--- src/hw/rtl/cqli_pkg.sv ---
// shared types and constants for the conservative quartic line interpolator
// used by cqli_cell, cqli_datapath and conservative_quartic_line_interp
// no dependencies
package cqli_pkg;

   // sample width follows the data width, clamped to the 32-bit field
   localparam int DATA_WIDTH   = 32;
   localparam int SAMPLE_BITS  = (DATA_WIDTH < 16) ? 16 :
                                 ((DATA_WIDTH > 32) ? 32 : DATA_WIDTH);
   localparam int FIELD_BITS   = 32;

   // window of previous samples
   localparam int WINDOW_DEPTH = 4;
   localparam int FILL_BITS    = 3;

   // limiter coefficient, unsigned Q0.10
   localparam int COEFF_BITS = 10;
   localparam logic [COEFF_BITS-1:0] COEFF_RESET = COEFF_BITS'(512);

   // slope kept in units of 2^-10 sample lsb
   localparam int FRAC_BITS   = 10;
   localparam int ROUND_HALF  = 1 << (FRAC_BITS - 1);
   localparam int DIFF_BITS   = SAMPLE_BITS + 1;
   localparam int T1_BITS     = DIFF_BITS + 2;
   localparam int T2_BITS     = DIFF_BITS + 5;
   localparam int SLOPE_BITS  = SAMPLE_BITS + 10;
   localparam int MAG_BITS    = SLOPE_BITS;
   localparam int ACC_BITS    = SAMPLE_BITS + 12;
   localparam int SLOPE_SHIFT = 3;
   localparam int REPL_SHIFT  = 7;

   // configuration port
   localparam int CSR_INDEX_BITS = 1;
   localparam int CSR_DATA_BITS  = COEFF_BITS;

   typedef enum logic [CSR_INDEX_BITS-1:0] {
      CSR_MONOTONIC_ENABLE = 1'b0,
      CSR_LIMITER_COEFF    = 1'b1
   } cqli_csr_index_type;

   typedef struct packed {
      logic signed [FIELD_BITS-1:0] coarse_sample;
      logic                         line_last;
   } cqli_req_type;

   typedef struct packed {
      logic signed [FIELD_BITS-1:0] fine_low;
      logic signed [FIELD_BITS-1:0] fine_high;
      logic                         line_done;
   } cqli_rsp_type;

   typedef struct packed {
      logic                  monotonic_enable;
      logic [COEFF_BITS-1:0] limiter_coeff;
   } cqli_cfg_type;

   // window taps, oldest first
   typedef struct packed {
      logic signed [SAMPLE_BITS-1:0] l2;
      logic signed [SAMPLE_BITS-1:0] l1;
      logic signed [SAMPLE_BITS-1:0] c;
      logic signed [SAMPLE_BITS-1:0] r1;
   } cqli_window_type;

endpackage

--- src/hw/rtl/cqli_cell.sv ---
// one tap of the sample window chain: holds a sample, takes its neighbour's
// depends on cqli_pkg
module cqli_cell import cqli_pkg::*; (
   input  logic                          clock,
   input  logic                          reset,
   input  logic                          shift_en,
   input  logic                          clear,
   input  logic signed [SAMPLE_BITS-1:0] neighbour_sample,
   output logic signed [SAMPLE_BITS-1:0] held_sample
);

   logic signed [SAMPLE_BITS-1:0] tap_ff;
   logic signed [SAMPLE_BITS-1:0] tap_in;

   // shift in from the neighbour, empty at the end of a line
   always_comb begin
      tap_in = tap_ff;
      if (shift_en) begin
         tap_in = clear ? '0 : neighbour_sample;
      end
   end

   always_ff @(posedge clock) begin
      if (reset) begin
         tap_ff <= '0;
      end else begin
         tap_ff <= tap_in;
      end
   end

   assign held_sample = tap_ff;

endmodule

--- src/hw/rtl/cqli_datapath.sv ---
// six-stage slope, limiter and rounding pipeline with per-stage valid
// depends on cqli_pkg
module cqli_datapath import cqli_pkg::*; (
   input  logic                          clock,
   input  logic                          reset,
   input  cqli_cfg_type                  cfg,
   input  logic                          in_valid,
   input  logic                          in_last,
   input  cqli_window_type               window,
   input  logic signed [SAMPLE_BITS-1:0] newest,
   output logic                          in_ready,
   output logic                          rsp_valid,
   output cqli_rsp_type                  rsp_data,
   input  logic                          rsp_stall
);

   localparam logic signed [ACC_BITS-1:0] SAT_MAX =
      (ACC_BITS'(1) <<< (SAMPLE_BITS - 1)) - ACC_BITS'(1);
   localparam logic signed [ACC_BITS-1:0] SAT_MIN = -SAT_MAX - ACC_BITS'(1);

   // round to nearest, ties upward, then saturate to the sample range
   function automatic logic signed [FIELD_BITS-1:0] round_sat(
      input logic signed [ACC_BITS-1:0] acc
   );
      logic signed [ACC_BITS-1:0] q;
      q = acc >>> FRAC_BITS;
      if (q > SAT_MAX) begin
         q = SAT_MAX;
      end else if (q < SAT_MIN) begin
         q = SAT_MIN;
      end
      return FIELD_BITS'($signed(q[SAMPLE_BITS-1:0]));
   endfunction

   // stage ready chain: a stage loads when empty or when its successor moves
   logic rdy_a, rdy_b, rdy_c, rdy_d, rdy_e, rdy_f;
   logic v_a_ff, v_b_ff, v_c_ff, v_d_ff, v_e_ff, v_f_ff;

   assign rdy_f    = !v_f_ff || !rsp_stall;
   assign rdy_e    = !v_e_ff || rdy_f;
   assign rdy_d    = !v_d_ff || rdy_e;
   assign rdy_c    = !v_c_ff || rdy_d;
   assign rdy_b    = !v_b_ff || rdy_c;
   assign rdy_a    = !v_a_ff || rdy_b;
   assign in_ready = rdy_a;

   always_ff @(posedge clock) begin
      if (reset) begin
         v_a_ff <= 1'b0;
         v_b_ff <= 1'b0;
         v_c_ff <= 1'b0;
         v_d_ff <= 1'b0;
         v_e_ff <= 1'b0;
         v_f_ff <= 1'b0;
      end else begin
         if (rdy_a) v_a_ff <= in_valid;
         if (rdy_b) v_b_ff <= v_a_ff;
         if (rdy_c) v_c_ff <= v_b_ff;
         if (rdy_d) v_d_ff <= v_c_ff;
         if (rdy_e) v_e_ff <= v_d_ff;
         if (rdy_f) v_f_ff <= v_e_ff;
      end
   end

   // stage a: neighbour differences
   logic signed [SAMPLE_BITS-1:0] a_c_ff;
   logic                          a_last_ff;
   logic signed [DIFF_BITS-1:0]   a_d1_ff, a_d2_ff, a_dl_ff, a_dr_ff;
   logic signed [DIFF_BITS-1:0]   a_d1_in, a_d2_in, a_dl_in, a_dr_in;

   always_comb begin
      a_d1_in = DIFF_BITS'(window.l2) - DIFF_BITS'(newest);
      a_d2_in = DIFF_BITS'(window.r1) - DIFF_BITS'(window.l1);
      a_dl_in = DIFF_BITS'(window.c)  - DIFF_BITS'(window.l1);
      a_dr_in = DIFF_BITS'(window.r1) - DIFF_BITS'(window.c);
   end

   always_ff @(posedge clock) begin
      if (rdy_a) begin
         a_c_ff    <= window.c;
         a_last_ff <= in_last;
         a_d1_ff   <= a_d1_in;
         a_d2_ff   <= a_d2_in;
         a_dl_ff   <= a_dl_in;
         a_dr_ff   <= a_dr_in;
      end
   end

   // stage b: weighted terms, limiter bounds and sign tests
   logic signed [SAMPLE_BITS-1:0] b_c_ff;
   logic                          b_last_ff;
   logic signed [DIFF_BITS-1:0]   b_d2_ff;
   logic signed [T1_BITS-1:0]     b_t1_ff, b_t1_in;
   logic signed [T2_BITS-1:0]     b_t2_ff, b_t2_in;
   logic [MAG_BITS-1:0]           b_lim_l_ff, b_lim_l_in, b_lim_r_ff, b_lim_r_in;
   logic                          b_same_ff, b_same_in, b_neg_ff, b_neg_in;
   logic signed [DIFF_BITS-1:0]   abs_dl, abs_dr;
   logic signed [T1_BITS-1:0]     d1_wide;
   logic signed [T2_BITS-1:0]     d2_wide;

   always_comb begin
      d1_wide    = T1_BITS'(a_d1_ff);
      d2_wide    = T2_BITS'(a_d2_ff);
      b_t1_in    = d1_wide + (d1_wide <<< 1);
      b_t2_in    = (d2_wide <<< 4) + (d2_wide <<< 2) + (d2_wide <<< 1);
      abs_dl     = a_dl_ff[DIFF_BITS-1] ? -a_dl_ff : a_dl_ff;
      abs_dr     = a_dr_ff[DIFF_BITS-1] ? -a_dr_ff : a_dr_ff;
      b_lim_l_in = MAG_BITS'(abs_dl[SAMPLE_BITS-1:0]) * MAG_BITS'(cfg.limiter_coeff);
      b_lim_r_in = MAG_BITS'(abs_dr[SAMPLE_BITS-1:0]) * MAG_BITS'(cfg.limiter_coeff);
      b_same_in  = ((a_dl_ff > 0) && (a_dr_ff > 0)) || ((a_dl_ff < 0) && (a_dr_ff < 0));
      b_neg_in   = a_dl_ff < 0;
   end

   always_ff @(posedge clock) begin
      if (rdy_b) begin
         b_c_ff     <= a_c_ff;
         b_last_ff  <= a_last_ff;
         b_d2_ff    <= a_d2_ff;
         b_t1_ff    <= b_t1_in;
         b_t2_ff    <= b_t2_in;
         b_lim_l_ff <= b_lim_l_in;
         b_lim_r_ff <= b_lim_r_in;
         b_same_ff  <= b_same_in;
         b_neg_ff   <= b_neg_in;
      end
   end

   // stage c: quartic slope
   logic signed [SAMPLE_BITS-1:0] c_c_ff;
   logic                          c_last_ff;
   logic signed [DIFF_BITS-1:0]   c_d2_ff;
   logic signed [SLOPE_BITS-1:0]  c_s_ff, c_s_in;
   logic [MAG_BITS-1:0]           c_lim_l_ff, c_lim_r_ff;
   logic                          c_same_ff, c_neg_ff;

   assign c_s_in = (SLOPE_BITS'(b_t1_ff) + SLOPE_BITS'(b_t2_ff)) <<< SLOPE_SHIFT;

   always_ff @(posedge clock) begin
      if (rdy_c) begin
         c_c_ff     <= b_c_ff;
         c_last_ff  <= b_last_ff;
         c_d2_ff    <= b_d2_ff;
         c_s_ff     <= c_s_in;
         c_lim_l_ff <= b_lim_l_ff;
         c_lim_r_ff <= b_lim_r_ff;
         c_same_ff  <= b_same_ff;
         c_neg_ff   <= b_neg_ff;
      end
   end

   // stage d: slope magnitude, with the central difference for a wrong sign
   logic signed [SAMPLE_BITS-1:0] d_c_ff;
   logic                          d_last_ff;
   logic [MAG_BITS-1:0]           d_mag_ff, d_mag_in;
   logic                          d_neg_ff, d_neg_in, d_limit_ff, d_limit_in;
   logic [MAG_BITS-1:0]           d_lim_l_ff, d_lim_r_ff;
   logic signed [SLOPE_BITS-1:0]  s_repl, s_sel, s_abs;
   logic                          s_opposite, sel_neg;

   always_comb begin
      s_repl     = SLOPE_BITS'(c_d2_ff) <<< REPL_SHIFT;
      s_opposite = c_neg_ff ? (c_s_ff > 0) : (c_s_ff < 0);
      s_sel      = (cfg.monotonic_enable && c_same_ff && s_opposite) ? s_repl : c_s_ff;
      sel_neg    = s_sel < 0;
      s_abs      = sel_neg ? -s_sel : s_sel;
      if (!cfg.monotonic_enable) begin
         d_mag_in   = MAG_BITS'(s_abs);
         d_neg_in   = sel_neg;
         d_limit_in = 1'b0;
      end else if (!c_same_ff) begin
         d_mag_in   = '0;
         d_neg_in   = 1'b0;
         d_limit_in = 1'b0;
      end else begin
         d_mag_in   = MAG_BITS'(s_abs);
         d_neg_in   = c_neg_ff;
         d_limit_in = 1'b1;
      end
   end

   always_ff @(posedge clock) begin
      if (rdy_d) begin
         d_c_ff     <= c_c_ff;
         d_last_ff  <= c_last_ff;
         d_mag_ff   <= d_mag_in;
         d_neg_ff   <= d_neg_in;
         d_limit_ff <= d_limit_in;
         d_lim_l_ff <= c_lim_l_ff;
         d_lim_r_ff <= c_lim_r_ff;
      end
   end

   // stage e: clamp against both neighbour bounds, restore the sign
   logic signed [SAMPLE_BITS-1:0] e_c_ff;
   logic                          e_last_ff;
   logic signed [SLOPE_BITS-1:0]  e_s_ff, e_s_in;
   logic [MAG_BITS-1:0]           m_clamped;

   always_comb begin
      m_clamped = d_mag_ff;
      if (d_limit_ff) begin
         if (d_lim_l_ff < m_clamped) m_clamped = d_lim_l_ff;
         if (d_lim_r_ff < m_clamped) m_clamped = d_lim_r_ff;
      end
      e_s_in = d_neg_ff ? -$signed(m_clamped) : $signed(m_clamped);
   end

   always_ff @(posedge clock) begin
      if (rdy_e) begin
         e_c_ff    <= d_c_ff;
         e_last_ff <= d_last_ff;
         e_s_ff    <= e_s_in;
      end
   end

   // stage f: fine values, rounded and saturated, held as the output register
   logic signed [ACC_BITS-1:0] centre_scaled, acc_low, acc_high;
   cqli_rsp_type               f_rsp_ff, f_rsp_in;

   always_comb begin
      centre_scaled      = ACC_BITS'(e_c_ff) <<< FRAC_BITS;
      acc_low            = centre_scaled - ACC_BITS'(e_s_ff) + ACC_BITS'(ROUND_HALF);
      acc_high           = centre_scaled + ACC_BITS'(e_s_ff) + ACC_BITS'(ROUND_HALF);
      f_rsp_in.fine_low  = round_sat(acc_low);
      f_rsp_in.fine_high = round_sat(acc_high);
      f_rsp_in.line_done = e_last_ff;
   end

   always_ff @(posedge clock) begin
      if (rdy_f) begin
         f_rsp_ff <= f_rsp_in;
      end
   end

   assign rsp_valid = v_f_ff;
   assign rsp_data  = f_rsp_ff;

endmodule

--- src/hw/rtl/conservative_quartic_line_interp.sv ---
// Conservative quartic 2x line refinement, one sample per cycle unless stalled.
//
// Input channel req_*: one coarse sample (signed Q16.16) per transaction, with
// line_last on the final sample of a line, ghost cells included. Result channel
// rsp_*: from the fifth sample of a line onward each transaction gives the
// pair of fine values of the window centre and line_done; shorter lines give
// nothing. Configuration port csr_*: index 0 monotonic_enable, index 1
// limiter_coeff; csr_ready is always high; write only while the block is idle.
//
// Throughput is one transaction per cycle in both directions when neither side
// stalls. A sample passes through the six registered stages of the datapath
// (differences, weighted terms and limiter bounds, slope, magnitude selection,
// clamping, rounding into the output register), the first of which loads at
// the accepting edge. The window is a chain of four cells that shifts on every
// accepted sample.
// When the receiver stalls the output register holds its transaction, empty
// stages behind it keep filling, and req_stall rises once no stage is free.
// Synchronous reset empties the pipeline and the window, and sets
// monotonic_enable to 0 and limiter_coeff to 512.
//
// depends on cqli_pkg, cqli_cell, cqli_datapath
module conservative_quartic_line_interp import cqli_pkg::*; (
   input  logic                      clock,
   input  logic                      reset,
   input  logic                      req_valid,
   output logic                      req_stall,
   input  cqli_req_type              req_data,
   output logic                      rsp_valid,
   input  logic                      rsp_stall,
   output cqli_rsp_type              rsp_data,
   input  logic                      csr_valid,
   output logic                      csr_ready,
   input  logic [CSR_INDEX_BITS-1:0] csr_index,
   input  logic [CSR_DATA_BITS-1:0]  csr_data
);

   // configuration registers
   logic                  monotonic_enable_ff, monotonic_enable_in;
   logic [COEFF_BITS-1:0] limiter_coeff_ff, limiter_coeff_in;
   cqli_cfg_type          cfg;

   assign csr_ready = 1'b1;

   always_comb begin
      monotonic_enable_in = monotonic_enable_ff;
      limiter_coeff_in    = limiter_coeff_ff;
      if (csr_valid && csr_ready) begin
         case (cqli_csr_index_type'(csr_index))
            CSR_MONOTONIC_ENABLE: begin
               monotonic_enable_in = csr_data[0];
            end
            CSR_LIMITER_COEFF: begin
               limiter_coeff_in = csr_data[COEFF_BITS-1:0];
            end
            default: begin
               monotonic_enable_in = monotonic_enable_ff;
            end
         endcase
      end
   end

   always_ff @(posedge clock) begin
      if (reset) begin
         monotonic_enable_ff <= 1'b0;
         limiter_coeff_ff    <= COEFF_RESET;
      end else begin
         monotonic_enable_ff <= monotonic_enable_in;
         limiter_coeff_ff    <= limiter_coeff_in;
      end
   end

   assign cfg.monotonic_enable = monotonic_enable_ff;
   assign cfg.limiter_coeff    = limiter_coeff_ff;

   // input transaction
   logic                          dp_ready;
   logic                          req_accept;
   logic signed [SAMPLE_BITS-1:0] newest;

   assign req_stall  = !dp_ready;
   assign req_accept = req_valid && !req_stall;
   assign newest     = $signed(req_data.coarse_sample[SAMPLE_BITS-1:0]);

   // fill count of the window
   logic [FILL_BITS-1:0] fill_count_ff, fill_count_in;
   logic                 window_full;

   assign window_full = (fill_count_ff == FILL_BITS'(WINDOW_DEPTH));

   always_comb begin
      fill_count_in = fill_count_ff;
      if (req_accept) begin
         if (req_data.line_last) begin
            fill_count_in = '0;
         end else if (!window_full) begin
            fill_count_in = fill_count_ff + FILL_BITS'(1);
         end
      end
   end

   always_ff @(posedge clock) begin
      if (reset) begin
         fill_count_ff <= '0;
      end else begin
         fill_count_ff <= fill_count_in;
      end
   end

   // window chain, oldest cell first, newest sample enters at the far end
   logic signed [SAMPLE_BITS-1:0] tap [WINDOW_DEPTH];
   cqli_window_type               window;

   for (genvar i = 0; i < WINDOW_DEPTH; i++) begin : g_cell
      logic signed [SAMPLE_BITS-1:0] feed;
      if (i == WINDOW_DEPTH - 1) begin : g_end
         assign feed = newest;
      end else begin : g_mid
         assign feed = tap[i+1];
      end
      cqli_cell u_cell (
         .clock            (clock),
         .reset            (reset),
         .shift_en         (req_accept),
         .clear            (req_data.line_last),
         .neighbour_sample (feed),
         .held_sample      (tap[i])
      );
   end

   assign window.l2 = tap[0];
   assign window.l1 = tap[1];
   assign window.c  = tap[2];
   assign window.r1 = tap[3];

   // slope and rounding pipeline
   cqli_datapath u_datapath (
      .clock     (clock),
      .reset     (reset),
      .cfg       (cfg),
      .in_valid  (req_valid && window_full),
      .in_last   (req_data.line_last),
      .window    (window),
      .newest    (newest),
      .in_ready  (dp_ready),
      .rsp_valid (rsp_valid),
      .rsp_data  (rsp_data),
      .rsp_stall (rsp_stall)
   );

   // window bookkeeping checks
   a_fill_range: assert property (@(posedge clock) disable iff (reset)
      fill_count_ff <= FILL_BITS'(WINDOW_DEPTH))
      else $error("fill count beyond window depth");

   a_line_restart: assert property (@(posedge clock) disable iff (reset)
      req_accept && req_data.line_last |=> fill_count_ff == '0)
      else $error("window not restarted after end of line");

   a_fill_step: assert property (@(posedge clock) disable iff (reset)
      req_accept && !req_data.line_last && !window_full
      |=> fill_count_ff == FILL_BITS'($past(fill_count_ff) + FILL_BITS'(1)))
      else $error("fill count did not advance on a sample");

endmodule

--- config.mk ---
export PLATFORM = sky130hd
export DESIGN_NAME = conservative_quartic_line_interp
export DESIGN_NICKNAME = d
export VERILOG_FILES = /design/src/hw/rtl/cqli_pkg.sv /design/src/hw/rtl/cqli_cell.sv /design/src/hw/rtl/cqli_datapath.sv /design/src/hw/rtl/conservative_quartic_line_interp.sv
export SDC_FILE = /design/constraint.sdc
export NUM_CORES = 2
export LEC_CHECK = 0
export ABC_CLOCK_PERIOD_IN_PS = 11300
export BUFFER_PORTS_ARGS = -buffer_cell sky130_fd_sc_hd__buf_2
export CAP_MARGIN = 30
export CORE_MARGIN = 2
export CORE_UTILIZATION = 65
export CTS_BUF_LIST = sky130_fd_sc_hd__clkbuf_4
export DETAILED_ROUTE_END_ITERATION = 10
export GPL_ROUTABILITY_DRIVEN = 0
export PLACE_DENSITY = 0.78
export SYNTH_ARGS = -nofsm -noshare
export SYNTH_HDL_FRONTEND = slang
export SYNTH_HIERARCHICAL = 1
export SYNTH_SLANG_ARGS = --single-unit
--- constraint.sdc ---
create_clock -name clock -period 11.3 [get_ports clock]
set_clock_uncertainty 0.15 [all_clocks]
set_input_delay 0.565 -clock clock [delete_from_list [all_inputs] [get_ports clock]]
set_output_delay 0.565 -clock clock [all_outputs]
set_load 0.03 [all_outputs]
After elaboration in Yosys (flattened, before gate mapping)

Cells that the tools add are included.

Register bits: 1,030
Input port bits: 49
Output and inout port bits: 68
Word-level logic and storage cells: 131

Add/subtract/negate cells: 17
Multipliers: 2
Magnitude comparators: 13
Equal/unequal tests: 2
Multiplexer cells: 23
Bitwise operators: 1
Reduce and logical (&&, ||, !) cells: 24

Operator list:

| operator               | count |
|---|---|
| $mux 42                | 9 |
| $mux 32                | 8 |
| $sub 32x32->33         | 4 |
| $add 43x11->44 const B | 2 |
| $lt 42x1->1 const B    | 2 |
| $lt 42x42->1           | 2 |
| $mul 32x10->42         | 2 |
| $neg 42->42            | 2 |
| $gt 34x32->1 const B   | 2 |
| $lt 34x32->1 const B   | 2 |
| $gt 33x1->1 const B    | 2 |
| $lt 33x1->1 const B    | 2 |
| $neg 32->32            | 2 |
| $add 42x42->43         | 1 |
| $sub 42x42->43         | 1 |
| $gt 42x1->1 const B    | 1 |
| $add 35x38->39         | 1 |
| $add 37x35->38         | 1 |
| $add 38x34->38         | 1 |
| $add 33x34->35         | 1 |
| $logic_not 1->1        | 8 |
| $logic_or 1x1->1       | 7 |
| $logic_and 1x1->1      | 6 |
| $mux 3                 | 2 |
| other kinds (6)        | 11 |

Depth between registers and ports, before layout

Word-level depth: 9
Gate-level depth with buffers: 34
Mapped depth without buffers: 33

By module

Netlist, hierarchy kept.

By module, submodules not included:

| module                           | instances | cells an instance | area each (um^2) | sequential area each (um^2) |
|---|---|---|---|---|
| cqli_datapath                    | 1         | 6,246             | 68,101.6         | 26,455.4 |
| cqli_cell                        | 4         | 141               | 1,363.8          | 640.6 |
| conservative_quartic_line_interp | 1         | 73                | 588.1            | 280.3 |

Least setup slack after synthesis

OpenSTA, ideal clock, no wires.

Kind: register to register
From: reg u_datapath.a_dl_ff[0]
To: reg u_datapath.b_lim_l_ff[40], data pin
Setup time: 0.258 ns
Arrival time: 8.287 ns
Required time: 10.892 ns
Path slack: 2.605 ns
Stages on the path, launching flop included: 34
Buffers on the path: 1
Clock period less this slack: 8.695 ns
Cell sequence: edfxtp_1 > buf_1 > inv_1 > ha_1 > nand2_1 > or3_1 > or2_2 > nand2b_1 > or4_1 > nor3_1 > nand2_1 > or2_2 > o31ai_1 > xnor2_1 > nand2_1 > fa_1 > inv_1 > fa_1 > fa_1 > fa_1 > inv_1 > fa_1 > inv_1 > ha_1 > a21o_1 > a21o_1 > a21o_1 > a21oi_1 > nor2b_1 > a2111oi_0 > o311a_1 > o21bai_1 > a21oi_1 > xnor2_1

Longest elaborated chain between the ends: 3

Ends and longest elaborated chain:

| what                          | line                 | text |
|---|---|---|
| from (decl)                   | cqli_datapath.sv:68  | `logic signed [DIFF_BITS-1:0] a_d1_ff, a_d2_ff, a_dl_ff, a_dr_ff;` |
| from (signal assigned)        | cqli_datapath.sv:84  | `a_dl_ff <= a_dl_in;` |
| $neg 32->32                   | cqli_datapath.sv:106 | `abs_dl = a_dl_ff[DIFF_BITS-1] ? -a_dl_ff : a_dl_ff;` |
| $mux 32 *                     | cqli_datapath.sv:106 |  |
| $mul 32x10->42 *              | cqli_datapath.sv:108 | `b_lim_l_in = MAG_BITS'(abs_dl[SAMPLE_BITS-1:0]) * MAG_BITS'(cfg.limiter_coeff);` |
| via u_datapath.b_lim_l_in[40] | cqli_datapath.sv:95  | `logic [MAG_BITS-1:0] b_lim_l_ff, b_lim_l_in, b_lim_r_ff, b_lim_r_in;` |
| to (signal assigned)          | cqli_datapath.sv:121 | `b_lim_l_ff <= b_lim_l_in;` |
| to (decl)                     | cqli_datapath.sv:95  |  |

Mark *: on every way through the listed nets, which the timed path passes. The rest lies on a longest branch.
A chain may end at the register's enable or synchronous reset.

Worst setup path in the final report

From: reg u_datapath.a_dr_ff[0]
To: reg u_datapath.b_lim_r_ff[37], data pin

Longest elaborated chain between the ends: 3

Ends and longest elaborated chain:

| what                          | line                 | text |
|---|---|---|
| from (decl)                   | cqli_datapath.sv:68  |  |
| from (signal assigned)        | cqli_datapath.sv:85  | `a_dr_ff <= a_dr_in;` |
| $neg 32->32                   | cqli_datapath.sv:107 | `abs_dr = a_dr_ff[DIFF_BITS-1] ? -a_dr_ff : a_dr_ff;` |
| $mux 32 *                     | cqli_datapath.sv:107 |  |
| $mul 32x10->42 *              | cqli_datapath.sv:109 | `b_lim_r_in = MAG_BITS'(abs_dr[SAMPLE_BITS-1:0]) * MAG_BITS'(cfg.limiter_coeff);` |
| via u_datapath.b_lim_r_in[37] | cqli_datapath.sv:95  |  |
| to (signal assigned)          | cqli_datapath.sv:122 | `b_lim_r_ff <= b_lim_r_in;` |
| to (decl)                     | cqli_datapath.sv:95  |  |

Marked as above.

==> impl_metrics.yaml <==
synth:
  synth.largest_area_cell: "edfxtp_1"
  syn_inst: 6883
  synth_warnings: 6
  synth_ff_type: "edfxtp_1"
  synth-edff-count: 877
  synth.area.top_cells: "edfxtp_1, fa_1, ha_1, dfxtp_1, inv_1"
  syn_area_per_cell_sq_um: 10.77
  ys_ff_latch: 1025
  synth_top_area_share_pct: 35.52
  syn_area_sq_um: 74140
  ys_seq_area_share_pct: 39.51
  synth_cell_types: 105
  syn_nets: 7983
  async_flop_share_pct: 0
route:
  drt_iter0_markers: 5551
  vias_per_cell: 6.023
  drcViolationCount: 0
  drtPass1Iterations: 6
  wire_per_inst_um: 21.39
  routed_wl_um: 192000
  vias: 54050
  postRouteAntennaNets: 0
timing:
  setup_viol: 0
  hold_ws_ns: 0.2162
  tightest_slew_ns: 1.233
  fin_crit_ns: 9.899
  fmax_mhz: 101.0
  hold_viol_final: 0
  final-max-slew-violation-count: 0
  min_period_over_period_pct: 87.60
  max_slew_margin_pct: 17.77
  tns_ns: 0
  rsz0062_at_grt: "false"
floorplanning:
  io_pins: 117
  core-area_sq_um: 112800
  dieWidth_um: 341.7
  row_count: 123
  start_util_pct: 65.73
  dieHeight_um: 341.7
  dieArea_sq_um: 116800
grt:
  grt_pass1_vias: 54170
  grt_max_degree: 182
  grt_overflow_total: 0
  globalRouteTotalUtil_pct: 33.17
  antenna_found_initial: 18
  grt_pass1_wl_um: 297800
final_layout:
  syn2layout_area_growth_pct: 9.398
  drive_gt1_share_pct: 9.806
  nets: 8382
  seq_area_sq_um: 29310
  mostFrequentLayoutCells: "edfxtp_1, inv_1, ha_1"
  final_common_cell: "edfxtp_1"
  n_fill_cell: 7998
  multi_input_area_sq_um: 41100
critical_path:
  required_ns: 11.98
  slowest_stage: "xor2_1"
  cpMostUsedCell: "fa_1"
  arrival_ns: 10.58
  critPathTopFamily: "adder cells"
  crit_type: "reg2reg"
  worstSetupEndpointType: "flop"
  critPathMaxStageDelay_ns: 0.72
  critical_path_buf_inv_count: 4
  worst-path-max-fanout: 13
  start_kind: "flop"
clock_network:
  clk_pin_slew_ns: 0.07
  cts_buffer_depth: 4
  cts_tree: "done"
  post_cts_buffers: 0
  cts.sinks: 1025
  cts_buffers: 286
  root_buffer: "clkbuf_4"
  htree_levels: 5
  clk_latency_ns: 1.21
pwr:
  power.density_nw_per_um2: 243.1
  peakVddDrop_v: 0.0001900
  report.power.total_uw: 19720
  p_leak_uw: 0.03617
placed_design:
  port-buffer-count: 115
  place_hpwl_um: 142300
outcome:
  outcome: "finished clean"
worst_hold_path:
  hold_class: "reg2reg"
run:
  cap_viol_max_count: 0
-- state kept, by name, indices dropped and copies added, names as in the netlist, 33 cells and up --
| register | cells |
|---|---|
| u_datapath/b_t2_ff | 36 |
| u_datapath/a_dl_ff | 33 |
| u_datapath/a_d1_ff | 33 |
| u_datapath/b_lim_r_ff | 42 |
| g_cell.u_cell/held_sample | 128 |
| u_datapath/d_lim_r_ff | 42 |
| u_datapath/c_d2_ff | 33 |
| u_datapath/c_s_ff | 39 |
| u_datapath/rsp_data | 65 |
| u_datapath/c_lim_r_ff | 42 |
| u_datapath/b_t1_ff | 35 |
| u_datapath/c_lim_l_ff | 42 |
| u_datapath/a_d2_ff | 33 |
| u_datapath/b_lim_l_ff | 42 |
| u_datapath/e_s_ff | 42 |
| u_datapath/d_mag_ff | 39 |
| u_datapath/d_lim_l_ff | 42 |
| u_datapath/b_d2_ff | 33 |
| u_datapath/a_dr_ff | 33 |
-- cells in the mapped netlist, types with 11 or more instances --
library cell / n
a31oi_1: 36
o21ai_0: 272
a211o_1: 11
o41ai_1: 20
a211oi_1: 39
nor3_1: 93
or2_2: 27
or3_1: 28
o221ai_1: 16
nand3b_1: 139
o21bai_1: 48
nand2b_2: 16
o21a_1: 49
and3_1: 30
o31a_1: 13
buf_6: 33
inv_1: 724
nor2_1: 321
dfxtp_1: 148
buf_2: 14
or4_1: 14
nand4_1: 34
nor2b_1: 148
a21o_1: 137
o31ai_1: 49
xor2_1: 135
edfxtp_1: 877
xnor2_1: 302
nor4_1: 31
nand2_1: 484
a21oi_1: 447
o311ai_0: 12
mux2i_1: 80
and2_1: 289
a21boi_0: 30
o211ai_1: 29
clkbuf_1: 150
ha_1: 536
nand3_1: 87
nand2b_1: 224
fa_1: 515
-- final timing paths --
kind | startpoint | endpoint | slack [ns] | cells past startpoint
worst max-delay path | u_datapath/a_dr_ff[0]$_DFFE_PP_ | u_datapath/b_lim_r_ff[37]$_DFFE_PP_ | 1.40 | 28
worst min-delay path | u_datapath/c_lim_r_ff[3]$_DFFE_PP_ | u_datapath/d_lim_r_ff[3]$_DFFE_PP_ | 0.22 | 0
worst max register to register | u_datapath/a_dr_ff[0]$_DFFE_PP_ | u_datapath/b_lim_r_ff[37]$_DFFE_PP_ | 1.40 | 28
worst min register to register | u_datapath/c_lim_r_ff[3]$_DFFE_PP_ | u_datapath/d_lim_r_ff[3]$_DFFE_PP_ | 0.22 | 0
-- worst register-to-register path: cells and delay by family (launching register included) --
kind / cells / cell delay [ns]
flops: 1 / 0.56
simple gates: 7 / 2.30
compound gates: 9 / 2.64
buf+inv: 4 / 0.31
xor+xnor: 2 / 0.88
fa+ha+maj: 6 / 2.68
-- logic make-up after synthesis --
| group | share of synthesized area [%] |
|---|---|
| DFF | 39.51 |
| xor gates and xnor gates | 5.162 |
| buffers and inverters | 5.152 |
| and+or+nand+nor | 14.56 |
| AOI/OAI and AO/OA | 11.44 |
| other | 0.005058 |
| adders and majority gates | 22.95 |
| muxes | 1.217 |
-- power breakdown --
part | switching [uW] | internal [uW] | leakage (uW) | total (uW)
registers | 885 | 5610 | 0.0110 | 6500
clock network | 1540 | 1720 | 0.00205 | 3260
logic | 6100 | 3860 | 0.0231 | 9960
-- stage by stage --
step | instance area, sq um | setup slack [ns] | utilization, % | cells
3_3_place_gp | 75990 | 1.945 | 67.36 | 8332
5_1_grt | 81100 | 1.084 | 71.89 | 8970
2_1_floorplan | 74140 | 2.605 | - | 6883
4_1_cts | 80950 | 1.544 | 71.76 | 8957
6_report | 81110 | 1.401 | 71.90 | 8975
3_5_place_dp | 76070 | 1.676 | 67.44 | 8338
-- what timing repair did --
| action | CTS | global route |
|---|---|---|
| endpoints found under the hold margin | 219 | 0 |
| hold buffers | 148 | 0 |
| resized for setup | 0 | 0 |
-- layout make-up --
type	count	area share, %
clock inverter	76	0.5353
tap	1500	2.314
sequential	1025	36.13
clock buffer	395	3.656
timing repair buffer	325	3.293
multi-input combinational	4918	50.66
antenna	10	0.03085
inverter	726	3.372
-- layer usage --
layer / GRT usage [%] / vias up / wire, um
li1: - / 24790 / -
met1: 42.29 / 26240 / 74960
met2: 52.91 / 2475 / 89390
met3: 7.306 / 535 / 16790
met4: 18.33 / 14 / 10740
met5: 0 / - / 95
Power figures use the tool's default switching activity.
